[src/rtl/bdar_pkg.sv]
// Shared types and constants for the button debounce and auto-repeat unit.
// Used by the controller, the datapath and the top level; no dependencies.
`timescale 1ns / 1ps
`default_nettype none

package bdar_pkg;

	// Fixed field widths of the ports.
	localparam int IDX_W     = 3;
	localparam int REG_W     = 24;
	localparam int OUT_W     = 24;
	localparam int CFG_IDX_W = 1;

	// Defaults for the top-level parameters.
	localparam int NUM_BUTTONS_DEF = 5;
	localparam int COUNT_WIDTH_DEF = 24;

	// Configuration register indexes and reset values.
	localparam logic [CFG_IDX_W-1:0] REG_DEBOUNCE = 1'd0;
	localparam logic [CFG_IDX_W-1:0] REG_REPEAT   = 1'd1;
	localparam logic [REG_W-1:0]     DEBOUNCE_RESET = 24'd20000;
	localparam logic [REG_W-1:0]     REPEAT_RESET   = 24'd460000;

	typedef enum logic [2:0] {
		ST_IDLE,
		ST_STEP1,
		ST_STEP2,
		ST_DIVIDE,
		ST_ADVANCE,
		ST_FINISH
	} bdar_state_t;

	// Commands from the controller to the datapath.
	typedef struct packed {
		logic load;
		logic step1;
		logic step2;
		logic advance;
		logic finish;
	} bdar_cmd_t;

	// Status from the datapath to the controller.
	typedef struct packed {
		logic hit;
		logic div_busy;
		logic out_blocked;
	} bdar_status_t;

endpackage

`default_nettype wire

[src/rtl/button_debounce_accel_repeat_unit.sv]
// Top level of the button debounce unit with accelerating auto-repeat.
// Joins bdar_ctrl and bdar_datapath; types and constants from bdar_pkg.
`timescale 1ns / 1ps
`default_nettype none

// Each input transaction is one poll sample for one button and yields exactly
// one result transaction. An accepted sample passes through the states STEP1
// and STEP2, and its result is written to the output register in FINISH; when a
// repeat falls due, DIVIDE and ADVANCE come between: the repeat mark then
// advances by repeat_ticks divided by the repeat count, which a restoring
// serial divider works out one quotient bit per cycle over the 24 bits of
// repeat_ticks. Samples are handled one at a time: a new sample is not taken
// until the previous result is in the output register, and it is accepted
// then even if that result has not been taken yet. Button indexes at or above
// NUM_BUTTONS leave all state alone and return all-zero results. Configuration
// writes are always ready and must only be issued while the unit is idle.
module button_debounce_accel_repeat_unit #(
	parameter int NUM_BUTTONS = bdar_pkg::NUM_BUTTONS_DEF,
	parameter int COUNT_WIDTH = bdar_pkg::COUNT_WIDTH_DEF
) (
	input  wire logic                           clk,
	input  wire logic                           arst_n,
	input  wire logic                           in_valid,
	output logic                                in_stall,
	input  wire logic [bdar_pkg::IDX_W-1:0]     button_index,
	input  wire logic                           pin_level,
	output logic                                out_valid,
	input  wire logic                           out_stall,
	output logic                                pressed,
	output logic                                pressed_before,
	output logic [bdar_pkg::OUT_W-1:0]          repeat_count,
	output logic [bdar_pkg::OUT_W-1:0]          repeat_before,
	input  wire logic                           cfg_valid,
	output logic                                cfg_ready,
	input  wire logic [bdar_pkg::CFG_IDX_W-1:0] cfg_index,
	input  wire logic [bdar_pkg::REG_W-1:0]     cfg_data
);

	bdar_pkg::bdar_cmd_t    cmd;
	bdar_pkg::bdar_status_t status;

	bdar_ctrl u_ctrl (
		.clk      (clk),
		.arst_n   (arst_n),
		.in_valid (in_valid),
		.in_stall (in_stall),
		.status   (status),
		.cmd      (cmd)
	);

	bdar_datapath #(
		.NUM_BUTTONS (NUM_BUTTONS),
		.COUNT_WIDTH (COUNT_WIDTH)
	) u_datapath (
		.clk            (clk),
		.arst_n         (arst_n),
		.cmd            (cmd),
		.status         (status),
		.button_index   (button_index),
		.pin_level      (pin_level),
		.cfg_valid      (cfg_valid),
		.cfg_ready      (cfg_ready),
		.cfg_index      (cfg_index),
		.cfg_data       (cfg_data),
		.out_valid      (out_valid),
		.out_stall      (out_stall),
		.pressed        (pressed),
		.pressed_before (pressed_before),
		.repeat_count   (repeat_count),
		.repeat_before  (repeat_before)
	);

endmodule

`default_nettype wire

[src/rtl/bdar_divider.sv]
// Restoring serial divider, one quotient bit per cycle.
// Standalone; used by the datapath of the debounce and auto-repeat unit.
`timescale 1ns / 1ps
`default_nettype none

module bdar_divider #(
	parameter int DIVIDEND_W = 24,
	parameter int DIVISOR_W  = 24
) (
	input  wire logic                  clk,
	input  wire logic                  arst_n,
	input  wire logic                  start,
	input  wire logic [DIVIDEND_W-1:0] dividend,
	input  wire logic [DIVISOR_W-1:0]  divisor,
	output logic                       busy,
	output logic [DIVIDEND_W-1:0]      quotient
);

	localparam int CNT_W = $clog2(DIVIDEND_W + 1);

	logic                  busy_q;
	logic [CNT_W-1:0]      cnt_q;
	logic [DIVISOR_W-1:0]  rem_q;
	logic [DIVISOR_W-1:0]  dvs_q;
	logic [DIVIDEND_W-1:0] quo_q;
	logic [DIVISOR_W:0]    trial;
	logic [DIVISOR_W:0]    diff;
	logic                  ge;

	always_comb begin
		trial = {rem_q, quo_q[DIVIDEND_W-1]};
		diff  = trial - {1'b0, dvs_q};
		ge    = trial >= {1'b0, dvs_q};
	end

	always_ff @(posedge clk or negedge arst_n) begin
		if (!arst_n) begin
			busy_q <= 1'b0;
			cnt_q  <= '0;
		end else if (start) begin
			busy_q <= 1'b1;
			cnt_q  <= CNT_W'(DIVIDEND_W);
		end else if (busy_q) begin
			cnt_q <= cnt_q - 1'b1;
			if (cnt_q == CNT_W'(1)) begin
				busy_q <= 1'b0;
			end
		end
	end

	// The quotient shifts in where the dividend shifts out.
	always_ff @(posedge clk) begin
		if (start) begin
			rem_q <= '0;
			dvs_q <= divisor;
			quo_q <= dividend;
		end else if (busy_q) begin
			rem_q <= ge ? diff[DIVISOR_W-1:0] : trial[DIVISOR_W-1:0];
			quo_q <= {quo_q[DIVIDEND_W-2:0], ge};
		end
	end

	assign busy     = busy_q;
	assign quotient = quo_q;

endmodule

`default_nettype wire

[src/rtl/bdar_ctrl.sv]
// Controller state machine of the debounce and auto-repeat unit.
// Depends on bdar_pkg for the state, command and status types.
`timescale 1ns / 1ps
`default_nettype none

module bdar_ctrl (
	input  wire logic                  clk,
	input  wire logic                  arst_n,
	input  wire logic                  in_valid,
	output logic                       in_stall,
	input  wire bdar_pkg::bdar_status_t status,
	output bdar_pkg::bdar_cmd_t        cmd
);

	bdar_pkg::bdar_state_t state_q;
	bdar_pkg::bdar_state_t state_next;

	always_ff @(posedge clk or negedge arst_n) begin
		if (!arst_n) begin
			state_q <= bdar_pkg::ST_IDLE;
		end else begin
			state_q <= state_next;
		end
	end

	always_comb begin
		state_next = state_q;
		unique case (state_q)
			bdar_pkg::ST_IDLE: begin
				if (in_valid) state_next = bdar_pkg::ST_STEP1;
			end
			bdar_pkg::ST_STEP1: begin
				state_next = bdar_pkg::ST_STEP2;
			end
			bdar_pkg::ST_STEP2: begin
				state_next = status.hit ? bdar_pkg::ST_DIVIDE : bdar_pkg::ST_FINISH;
			end
			bdar_pkg::ST_DIVIDE: begin
				if (!status.div_busy) state_next = bdar_pkg::ST_ADVANCE;
			end
			bdar_pkg::ST_ADVANCE: begin
				state_next = bdar_pkg::ST_FINISH;
			end
			bdar_pkg::ST_FINISH: begin
				if (!status.out_blocked) state_next = bdar_pkg::ST_IDLE;
			end
			default: begin
				state_next = bdar_pkg::ST_IDLE;
			end
		endcase
	end

	always_comb begin
		cmd      = '0;
		in_stall = 1'b1;
		unique case (state_q)
			bdar_pkg::ST_IDLE: begin
				in_stall = 1'b0;
				cmd.load = in_valid;
			end
			bdar_pkg::ST_STEP1: begin
				cmd.step1 = 1'b1;
			end
			bdar_pkg::ST_STEP2: begin
				cmd.step2 = 1'b1;
			end
			bdar_pkg::ST_DIVIDE: begin
			end
			bdar_pkg::ST_ADVANCE: begin
				cmd.advance = 1'b1;
			end
			bdar_pkg::ST_FINISH: begin
				cmd.finish = !status.out_blocked;
			end
			default: begin
			end
		endcase
	end

endmodule

`default_nettype wire

[src/rtl/bdar_datapath.sv]
// Datapath of the debounce and auto-repeat unit: per-button state, working
// registers, configuration registers and output register. Uses bdar_pkg
// and bdar_divider.
`timescale 1ns / 1ps
`default_nettype none

module bdar_datapath #(
	parameter int NUM_BUTTONS = bdar_pkg::NUM_BUTTONS_DEF,
	parameter int COUNT_WIDTH = bdar_pkg::COUNT_WIDTH_DEF
) (
	input  wire logic                           clk,
	input  wire logic                           arst_n,
	input  wire bdar_pkg::bdar_cmd_t            cmd,
	output bdar_pkg::bdar_status_t              status,
	input  wire logic [bdar_pkg::IDX_W-1:0]     button_index,
	input  wire logic                           pin_level,
	input  wire logic                           cfg_valid,
	output logic                                cfg_ready,
	input  wire logic [bdar_pkg::CFG_IDX_W-1:0] cfg_index,
	input  wire logic [bdar_pkg::REG_W-1:0]     cfg_data,
	output logic                                out_valid,
	input  wire logic                           out_stall,
	output logic                                pressed,
	output logic                                pressed_before,
	output logic [bdar_pkg::OUT_W-1:0]          repeat_count,
	output logic [bdar_pkg::OUT_W-1:0]          repeat_before
);

	localparam int CW = COUNT_WIDTH;
	localparam int RW = bdar_pkg::REG_W;
	localparam int IW = (NUM_BUTTONS > 1) ? $clog2(NUM_BUTTONS) : 1;
	localparam int XW = (IW > bdar_pkg::IDX_W) ? IW : bdar_pkg::IDX_W;
	localparam int EW = (CW > RW) ? CW : RW;

	localparam logic [CW-1:0] CMAX   = {CW{1'b1}};
	localparam logic [EW:0]   CMAX_X = (EW + 1)'(CMAX);

	// Configuration registers.
	logic [RW-1:0] debounce_q;
	logic [RW-1:0] repeat_q;

	// Per-button state, one flip-flop row per button.
	logic          flag_mem_q [NUM_BUTTONS];
	logic [CW-1:0] cnt_mem_q  [NUM_BUTTONS];
	logic [CW-1:0] mark_mem_q [NUM_BUTTONS];
	logic [CW-1:0] rep_mem_q  [NUM_BUTTONS];

	// Working copy of the addressed button for the transaction at hand.
	logic [IW-1:0] idx_q;
	logic          in_range_q;
	logic          held_q;
	logic          counted_q;
	logic          flag_q;
	logic          flag_prior_q;
	logic [CW-1:0] cnt_q;
	logic [CW-1:0] mark_q;
	logic [CW-1:0] rep_q;
	logic [CW-1:0] rep_prior_q;

	// Output register.
	logic              out_valid_q;
	logic              pressed_q;
	logic              pressed_before_q;
	logic [bdar_pkg::OUT_W-1:0] repeat_count_q;
	logic [bdar_pkg::OUT_W-1:0] repeat_before_q;

	logic [XW-1:0] idx_x;
	logic          in_range;
	logic [CW-1:0] cnt_inc;
	logic          press;
	logic [EW:0]   sum_press;
	logic [CW-1:0] mark_press;
	logic [CW-1:0] rep_inc;
	logic          hit;
	logic [EW:0]   sum_adv;
	logic [CW-1:0] mark_adv;
	logic          div_busy;
	logic [RW-1:0] quotient;

	always_comb begin
		idx_x      = XW'(button_index);
		in_range   = 32'(button_index) < NUM_BUTTONS;
		cnt_inc    = cnt_q + 1'b1;
		press      = EW'(cnt_inc) == EW'(debounce_q);
		sum_press  = (EW + 1)'(debounce_q) + (EW + 1)'(repeat_q);
		mark_press = (sum_press > CMAX_X) ? CMAX : sum_press[CW-1:0];
		rep_inc    = (rep_q == CMAX) ? CMAX : rep_q + 1'b1;
		// A repeat fires only on a sample where the counter actually rose.
		hit        = in_range_q && held_q && counted_q && (mark_q != '0) &&
			(cnt_q == mark_q);
		sum_adv    = (EW + 1)'(mark_q) + (EW + 1)'(quotient);
		mark_adv   = (sum_adv > CMAX_X) ? CMAX : sum_adv[CW-1:0];
	end

	bdar_divider #(
		.DIVIDEND_W (RW),
		.DIVISOR_W  (CW)
	) u_divider (
		.clk      (clk),
		.arst_n   (arst_n),
		.start    (cmd.step2 && hit),
		.dividend (repeat_q),
		.divisor  (rep_inc),
		.busy     (div_busy),
		.quotient (quotient)
	);

	assign cfg_ready = 1'b1;

	always_ff @(posedge clk or negedge arst_n) begin
		if (!arst_n) begin
			debounce_q <= bdar_pkg::DEBOUNCE_RESET;
			repeat_q   <= bdar_pkg::REPEAT_RESET;
		end else if (cfg_valid) begin
			unique case (cfg_index)
				bdar_pkg::REG_DEBOUNCE: debounce_q <= cfg_data;
				bdar_pkg::REG_REPEAT:   repeat_q   <= cfg_data;
				default: begin
				end
			endcase
		end
	end

	always_ff @(posedge clk or negedge arst_n) begin
		if (!arst_n) begin
			for (int i = 0; i < NUM_BUTTONS; i++) begin
				flag_mem_q[i] <= 1'b0;
				cnt_mem_q[i]  <= '0;
				mark_mem_q[i] <= '0;
				rep_mem_q[i]  <= '0;
			end
		end else if (cmd.finish && in_range_q) begin
			flag_mem_q[idx_q] <= flag_q;
			cnt_mem_q[idx_q]  <= cnt_q;
			mark_mem_q[idx_q] <= mark_q;
			rep_mem_q[idx_q]  <= rep_q;
		end
	end

	// Working registers: loaded on acceptance, then updated step by step.
	always_ff @(posedge clk) begin
		if (cmd.load) begin
			idx_q      <= idx_x[IW-1:0];
			in_range_q <= in_range;
			held_q     <= !pin_level;
			counted_q  <= 1'b0;
			if (in_range) begin
				flag_q       <= flag_mem_q[idx_x[IW-1:0]];
				flag_prior_q <= flag_mem_q[idx_x[IW-1:0]];
				cnt_q        <= cnt_mem_q[idx_x[IW-1:0]];
				mark_q       <= mark_mem_q[idx_x[IW-1:0]];
				rep_q        <= rep_mem_q[idx_x[IW-1:0]];
				rep_prior_q  <= rep_mem_q[idx_x[IW-1:0]];
			end else begin
				flag_q       <= 1'b0;
				flag_prior_q <= 1'b0;
				cnt_q        <= '0;
				mark_q       <= '0;
				rep_q        <= '0;
				rep_prior_q  <= '0;
			end
		end else if (cmd.step1) begin
			if (in_range_q) begin
				if (held_q) begin
					if (cnt_q != CMAX) begin
						cnt_q     <= cnt_inc;
						counted_q <= 1'b1;
						if (press) begin
							flag_q <= 1'b1;
							mark_q <= mark_press;
							rep_q  <= rep_inc;
						end
					end
				end else begin
					flag_q      <= 1'b0;
					cnt_q       <= '0;
					mark_q      <= '0;
					rep_q       <= '0;
					rep_prior_q <= '0;
				end
			end
		end else if (cmd.step2) begin
			if (hit) begin
				rep_q <= rep_inc;
			end
		end else if (cmd.advance) begin
			mark_q <= mark_adv;
		end
	end

	always_ff @(posedge clk or negedge arst_n) begin
		if (!arst_n) begin
			out_valid_q <= 1'b0;
		end else if (cmd.finish) begin
			out_valid_q <= 1'b1;
		end else if (!out_stall) begin
			out_valid_q <= 1'b0;
		end
	end

	always_ff @(posedge clk) begin
		if (cmd.finish) begin
			pressed_q        <= flag_q;
			pressed_before_q <= flag_prior_q;
			repeat_count_q   <= bdar_pkg::OUT_W'(rep_q);
			repeat_before_q  <= bdar_pkg::OUT_W'(rep_prior_q);
		end
	end

	always_comb begin
		status.hit         = hit;
		status.div_busy    = div_busy;
		status.out_blocked = out_valid_q && out_stall;
	end

	assign out_valid      = out_valid_q;
	assign pressed        = pressed_q;
	assign pressed_before = pressed_before_q;
	assign repeat_count   = repeat_count_q;
	assign repeat_before  = repeat_before_q;

endmodule

`default_nettype wire

[config.mk]
export PLATFORM = sky130hd
export DESIGN_NAME = button_debounce_accel_repeat_unit
export DESIGN_NICKNAME = d
export VERILOG_FILES = /design/src/rtl/bdar_pkg.sv /design/src/rtl/button_debounce_accel_repeat_unit.sv /design/src/rtl/bdar_divider.sv /design/src/rtl/bdar_ctrl.sv /design/src/rtl/bdar_datapath.sv
export SDC_FILE = /design/constraint.sdc
export NUM_CORES = 1
export LEC_CHECK = 0
export BUFFER_PORTS_ARGS = -buffer_cell sky130_fd_sc_hd__buf_4
export CELL_PAD_IN_SITES_DETAIL_PLACEMENT = 0
export CELL_PAD_IN_SITES_GLOBAL_PLACEMENT = 2
export CORE_UTILIZATION = 45
export CTS_CLUSTER_DIAMETER = 50
export DETAILED_ROUTE_END_ITERATION = 10
export PLACE_DENSITY_LB_ADDON = 0.05
export RECOVER_POWER = 100
export SYNTH_ARGS = -nofsm -noshare
export SYNTH_HDL_FRONTEND = slang
export SYNTH_SLANG_ARGS = --single-unit
[constraint.sdc]
create_clock -name clk -period 5.9 [get_ports clk]
set_input_delay 0 -clock clk [delete_from_list [all_inputs] [get_ports clk]]
set_output_delay 0 -clock clk [all_outputs]
set_load 0.01 [all_outputs]
Yosys cells after proc, flatten, opt, wreduce, memory -nomap -nowiden
Cells that the tools add are included.
{ "totals": {"regBits": 649, "input_bits": 34, "output_inout_bits": 53, "elab_cells": 186} }
{ "op_classes": {"addsub": 6, "n_lt_le_gt_ge": 7, "eq_ne": 21, "mux": 79, "n_bitwise": 3, "n_reduce_logical": 27} }
{ "ops": {"columns": ["op", "count"], "rows": [
  ["2-to-1 mux 24 bit", 41],
  ["bitwise mux 120 bit", 3],
  ["binary-select mux 24 bit (select 3 bit)", 3],
  ["demux 24 bit (select 3 bit)", 1],
  ["adder 24 x 24 -> 25 bit", 2],
  ["> comparator 25 x 24 -> 1 bit (second input constant)", 2],
  ["adder 24 x 1 -> 24 bit (second input constant)", 2],
  ["equality test 24 bit", 2],
  ["greater-or-equal comparator 25 x 24 -> 1 bit", 1],
  ["equality test 24 bit (second input constant)", 1],
  ["!= test 24 bit (second input constant)", 1],
  ["nonzero test 24 bit", 1],
  ["subtractor 24 bit", 1],
  ["2-to-1 mux 1 bit", 21],
  ["case mux 3 bit (6 select lines)", 1],
  ["2-to-1 mux 3 bit", 4],
  ["2-to-1 mux 5 bit", 2],
  ["AND reduction 5 bit", 2],
  ["!= test 3 bit (second input constant)", 3],
  ["AND reduction 3 bit", 3],
  ["nonzero test 3 bit", 3],
  ["greater-or-equal comparator 4 bit (second input constant)", 2],
  ["logical AND 1 bit", 8],
  ["!= test 2 bit (second input constant)", 4],
  ["20 further kinds", 29]
]} }

Depth between registers and ports, before layout
{ "logic_depth": {"depth_word": 9, "mapped_depth": 14, "depth_no_buf": 12} }

Cells and area by module
Synthesis repeated with hierarchy kept, for this count alone.
{ "unflattened": {"hier_cells": 2465, "area_unflattened_um2": 32195.9} }
{ "by_module_without_submodules": {"columns": ["module", "instances", "cells_each", "area_per_inst_um2", "seq_area_each_um2"], "rows": [
  ["bdar_datapath", 1, 2035, 27606.5, 14989.4],
  ["bdar_divider", 1, 405, 4357.9, 2072.0],
  ["bdar_ctrl", 1, 25, 231.5, 75.1]
]} }

Worst setup path after synthesis
No wires, ideal clock.
{ "synth_timing": {"path_kind": "register -> register", "start": "reg u_ctrl.state_q[2]", "end": "reg u_datapath.mark_mem_q[58] in the netlist's numbering", "setup_ns": 0.125, "arrival_time_ns": 4.625, "required_ns": 5.775, "path_slack_ns": 1.150, "path_stages_with_launch": 11, "synth_period_minus_slack_ns": 4.750, "cell_sequence": "dfrtp_1 -> clkbuf_1 -> nor2b_1 -> nand2_1 -> a21oi_1 -> nand2_1 -> nor2_1 -> nand3b_1 -> buf_1 -> clkbuf_1 -> mux2_2"} }
{ "synth_rtl": {"columns": ["element", "line", "rtl"], "rows": [
  ["start: declaration", "bdar_ctrl.sv:15", "bdar_pkg::bdar_state_t state_q;"],
  ["start signal: assignment", "bdar_ctrl.sv:20", "state_q <= bdar_pkg::ST_IDLE;"],
  ["start signal: assignment", "bdar_ctrl.sv:22", "state_q <= state_next;"],
  ["end signal: indexed assignment", "bdar_datapath.sv:135", "mark_mem_q[idx_q] <= mark_q;"],
  ["end: declaration", "bdar_datapath.sv:45", "logic [CW-1:0] mark_mem_q [NUM_BUTTONS];"]
]} }

Worst setup path in the final report
{ "layout_timing": {"start": "reg u_datapath.mark_q[1]", "end": "reg u_datapath.u_divider.quo_q[12] (netlist: u_datapath.u_divider.quotient[12]), enable pin"} }
{ "layout_between": {"elab_chain_len": 5} }
{ "layout_rtl": {"columns": ["element", "line", "rtl"], "rows": [
  ["start: declaration", "bdar_datapath.sv:56", "logic [CW-1:0] mark_q;"],
  ["start signal: assignment", "bdar_datapath.sv:151", "mark_q <= mark_mem_q[idx_x[IW-1:0]];"],
  ["start signal: assignment", "bdar_datapath.sv:170", "mark_q <= mark_press;"],
  ["start signal: assignment", "bdar_datapath.sv:187", "mark_q <= mark_adv;"],
  ["nonzero test 24 bit", "bdar_datapath.sv:89", "hit = in_range_q && held_q && counted_q && (mark_q != '0) &&"],
  ["logical AND 1 bit", "bdar_datapath.sv:89", null],
  ["logical AND 1 bit *", "bdar_datapath.sv:89", null],
  ["logical AND 1 bit *", "bdar_datapath.sv:101", ".start (cmd.step2 && hit),"],
  ["nonzero test 2 bit (no source line) *", null, null],
  ["end signal: assignment", "bdar_divider.sv:56", "quo_q <= dividend;"],
  ["end signal: assignment", "bdar_divider.sv:59", "quo_q <= {quo_q[DIVIDEND_W-2:0], ge};"],
  ["end: declaration", "bdar_divider.sv:25", "logic [DIVIDEND_W-1:0] quo_q;"]
]} }
Mark *: on every way between the ends. The rest lies on a longest branch, timed or not.
A chain may end at the register's enable or synchronous reset.

==> flow_metrics.py <==
metrics = {
    "placed_design": {
        "place.port_buffers": 85,
        "hpwlAfterDp_mm": 57.1,
        "gp_congestion": 0.836,
        "setup_slack_after_placement_ns": 1.49,
    },
    "synth": {
        "yosysWarnings": 0,
        "fraction_of_the_mapped_netlist_area_in_simple_logic_gates_pct": 6.50,
        "syn_area_sq_um": 32000,
        "yosys_register_bits": 649,
        "largest_family_of_logic_cells_by_synthesized_area": "multiplexers",
        "xor_xnor_portion_of_the_synthesized_cell_area_pct": 4.03,
        "syn-instance-count": 2519,
        "synth_edf_count": 201,
        "synth_fp_nets": 2632,
        "synthesis.area_per_instance_sq_um": 12.7,
        "yosys-mux-area-fraction_pct": 20.5,
        "post_synthesis_compound_gate_area_fraction_pct": 9.59,
        "synth-adder-area-share_pct": 3.16,
        "postSynth.asyncResetShare_pct": 65.2,
        "post_synth_num_cell_types": 78,
        "dominantRegCellSynth": "sky130_fd_sc_hd__dfrtp_1",
        "seq_area_frac_synth_pct": 53.5,
    },
    "global_routing": {
        "global_route.overflow_total": 0,
        "grt_pass1_wl_mm": 132,
        "grt_pass1_vias": 21500,
        "grt_use_total_pct": 24.4,
        "grt_start_max_net_pins": 113,
        "antenna_found_initial": 1,
    },
    "floorplan": {
        "die_area_sq_um": 72200,
        "placementRows": 97,
        "dieWidth_microns": 269,
        "io_pins": 87,
        "die_h_microns": 269,
        "effective_utilization_at_floorplan_pct": 45.6,
        "core-area_sq_um": 70300,
    },
    "routing": {
        "vias": 20700,
        "drt-pass1-iter-count": 7,
        "routed_wire_length_per_instance_microns": 23.9,
        "number_of_remaining_drc_errors": 0,
        "route.final.wire_length_mm": 86.2,
        "via_per_inst": 5.75,
        "ant_nets": 0,
        "first_iter_violations": 1113,
    },
    "sta": {
        "setup_slack_ns": 1.02,
        "timing.final.crit_share_pct": 82.8,
        "setup_tns_ns": 0,
        "finalHoldViolCount": 0,
        "finalSetupViolCount": 0,
        "timing.clock.skew_ns": 0.0249,
        "rsz_0062_raised_after_global_routing": "no",
        "worstMarginPinSlew_ns": 3.49,
        "achievable-frequency_mhz": 205,
        "period_minus_slack_ns": 4.88,
        "slew_headroom_pct": -133,
        "report.final.slew_viol_count": 845,
    },
    "cells_and_area": {
        "layout.core_utilization_pct": 52.0,
        "layout.nets": 2710,
        "total_inserted_antenna_cells": 0,
        "layout-drive-gt1-share_pct": 26.9,
        "syn2layout_area_growth_pct": 14.0,
    },
    "clock_tree": {
        "clock_latency_ns": 0.64,
        "cts_root_buf": "sky130_fd_sc_hd__clkbuf_16",
        "postCtsSetupRepairBufs": 0,
        "clk_pin_slew_ns": 0.06,
        "cts_max_path_buffers": 3,
        "post_cts.resized_instances": 0,
        "cts_tree": "built",
        "clkSinkCount": 649,
        "ctsHoldBuffers": 34,
        "cts-htree-levels": 3,
        "numCtsBuffers": 85,
    },
    "min_path": {
        "hold_class": "input pin to flip-flop",
        "min-delay-start": "cfg_data[6]",
    },
    "setup_path": {
        "setup.worst_path.start_class": "flip-flop",
        "setup.worst_path.start": "u_datapath.mark_q[1]",
        "critical_path.endpoint_type": "flip-flop",
        "critical_path.max_fanout": 26,
        "r2r_slack_ns": 1.02,
        "required_ns": 5.98,
        "rr_startpoint": "u_datapath.mark_q[1]",
        "crit_arrival_ns": 4.96,
        "setup.worst_path.class": "flip-flop to flip-flop",
    },
    "outcome": {
        "violations_in_the_final_reports": "max-capacitance violations, max-slew violations",
        "run_status": "finished with violations",
    },
    "pwr": {
        "power.density_nw_per_um2": 480,
        "irDropWorstVdd_mv": 0.284,
        "leakage_nw": 15.5,
    },
    "flow_run": {
        "cap_violations": 19,
    },
}
-- routing by layer --
layer	up-vias	share of wire (%)	GRT usage (%)
met2	388	52	43.4
met5	-	0	0
li1	9560	-	-
met1	10700	42	30.7
met3	136	3.0	2.81
met4	0	3.0	8.51
-- critical path, stage by stage (launching register included) --
cell,delay [ns]
sky130_fd_sc_hd__edfxtp_1,0.59
sky130_fd_sc_hd__nor4_1,0.70
sky130_fd_sc_hd__nand4_1,0.16
sky130_fd_sc_hd__nor2_1,0.17
sky130_fd_sc_hd__nor3_1,0.10
sky130_fd_sc_hd__nand4_1,0.08
sky130_fd_sc_hd__clkbuf_1,1.30
sky130_fd_sc_hd__nand2_1,1.17
-- flip-flops by register name, summed over array words and instances (netlist names), 3 cells and up --
name                           cells
u_datapath.cnt_mem_q             120
u_datapath.mark_mem_q            120
u_datapath.rep_mem_q             120
u_datapath.cnt_q                  24
u_datapath.debounce_q             24
u_datapath.mark_q                 24
u_datapath.rep_prior_q            24
u_datapath.rep_q                  24
u_datapath.repeat_before          24
u_datapath.repeat_count           24
u_datapath.repeat_q               24
u_datapath.u_divider.dvs_q        24
u_datapath.u_divider.quotient     24
u_datapath.u_divider.rem_q        24
u_datapath.flag_mem_q              5
u_datapath.u_divider.cnt_q         5
u_ctrl.state_q                     3
u_datapath.idx_q                   3
-- worst paths after layout --
kind	end	cells after the start
worst max register to register	u_datapath.u_divider.quotient[12]	7
worst max-delay path	u_datapath.u_divider.quotient[12]	7
worst min register to register	u_datapath.repeat_before[9]	0
max in group asynchronous	u_datapath.repeat_q[2]	4
worst min-delay path	u_datapath.debounce_q[6]	3
min in group asynchronous	u_datapath.u_divider.cnt_q[4]	3
-- report_power, final --
group          switching (mW)  leakage, nW  internal [mW]
logic                    2.34         6.48           2.25
clock network            2.09         1.43           3.18
registers                1.33         7.63           6.34
total                    5.77         15.5           11.8
-- metrics by stage --
step | std cells | instance area [sq um] | hold WS (ns) | power (mW)
detailed placement | 3416 | 33500 | 0.0578 | 12.4
global placement | 3416 | 33500 | 0.0554 | 12.2
CTS | 3610 | 36800 | 0.0479 | 17.8
finish | 3610 | 36500 | 0.148 | 17.5
floorplan | 2519 | 32000 | -0.296 | 10.7
global route | 3610 | 36500 | 0.132 | 18.5
-- cells by family after synthesis --
group           Yosys count
simple gates            436
xor+xnor                144
compound gates          477
buf+inv                 220
other cells               1
fa+ha+maj                79
flops                   649
mux                     513
-- cell usage after synthesis (13+ instances only) --
| library cell | number | area, sq um |
|---|---|---|
| sky130_fd_sc_hd__a21o_1 | 48 | 360 |
| sky130_fd_sc_hd__a21oi_1 | 94 | 470 |
| sky130_fd_sc_hd__a22oi_1 | 60 | 450 |
| sky130_fd_sc_hd__a31oi_1 | 15 | 93.8 |
| sky130_fd_sc_hd__and3_1 | 16 | 100 |
| sky130_fd_sc_hd__buf_1 | 32 | 120 |
| sky130_fd_sc_hd__clkbuf_1 | 117 | 439 |
| sky130_fd_sc_hd__dfrtp_1 | 411 | 10300 |
| sky130_fd_sc_hd__dfxtp_1 | 25 | 500 |
| sky130_fd_sc_hd__edfxtp_1 | 201 | 6040 |
| sky130_fd_sc_hd__ha_1 | 76 | 951 |
| sky130_fd_sc_hd__inv_1 | 57 | 214 |
| sky130_fd_sc_hd__mux2_2 | 422 | 4750 |
| sky130_fd_sc_hd__mux2i_1 | 18 | 180 |
| sky130_fd_sc_hd__mux4_2 | 73 | 1640 |
| sky130_fd_sc_hd__nand2_1 | 133 | 499 |
| sky130_fd_sc_hd__nand3_1 | 43 | 215 |
| sky130_fd_sc_hd__nand4_1 | 26 | 163 |
| sky130_fd_sc_hd__nor2_1 | 106 | 398 |
| sky130_fd_sc_hd__nor2b_1 | 13 | 81.3 |
| sky130_fd_sc_hd__nor3_1 | 30 | 150 |
| sky130_fd_sc_hd__nor4_1 | 20 | 125 |
| sky130_fd_sc_hd__o211ai_1 | 26 | 195 |
| sky130_fd_sc_hd__o21a_1 | 16 | 120 |
| sky130_fd_sc_hd__o21ai_0 | 123 | 616 |
| sky130_fd_sc_hd__o22ai_1 | 28 | 175 |
| sky130_fd_sc_hd__xnor2_1 | 64 | 561 |
| sky130_fd_sc_hd__xor2_1 | 78 | 683 |
-- cell type report --
class	count	area, sq um
inverters	58	219
clock inverters	50	551
well taps	940	1180
flip-flops and latches	649	17100
clock buffers	110	2390
repair buffers	153	975
fillers	6106	33800
multi-input cells	1650	14100
-- cells in the final DEF (no fill, tap or decap), drive strengths merged, types with 43 or more instances in the layout --
master  instances
a21o           48
a21oi          94
a22oi          60
buf            44
clkbuf        185
dfrtp         411
edfxtp        201
ha             76
inv            69
mux2          422
mux4           73
nand2         133
nand3          43
nor2          106
o21ai         124
xnor2          64
xor2           78
(Power assumes the default switching activity.)
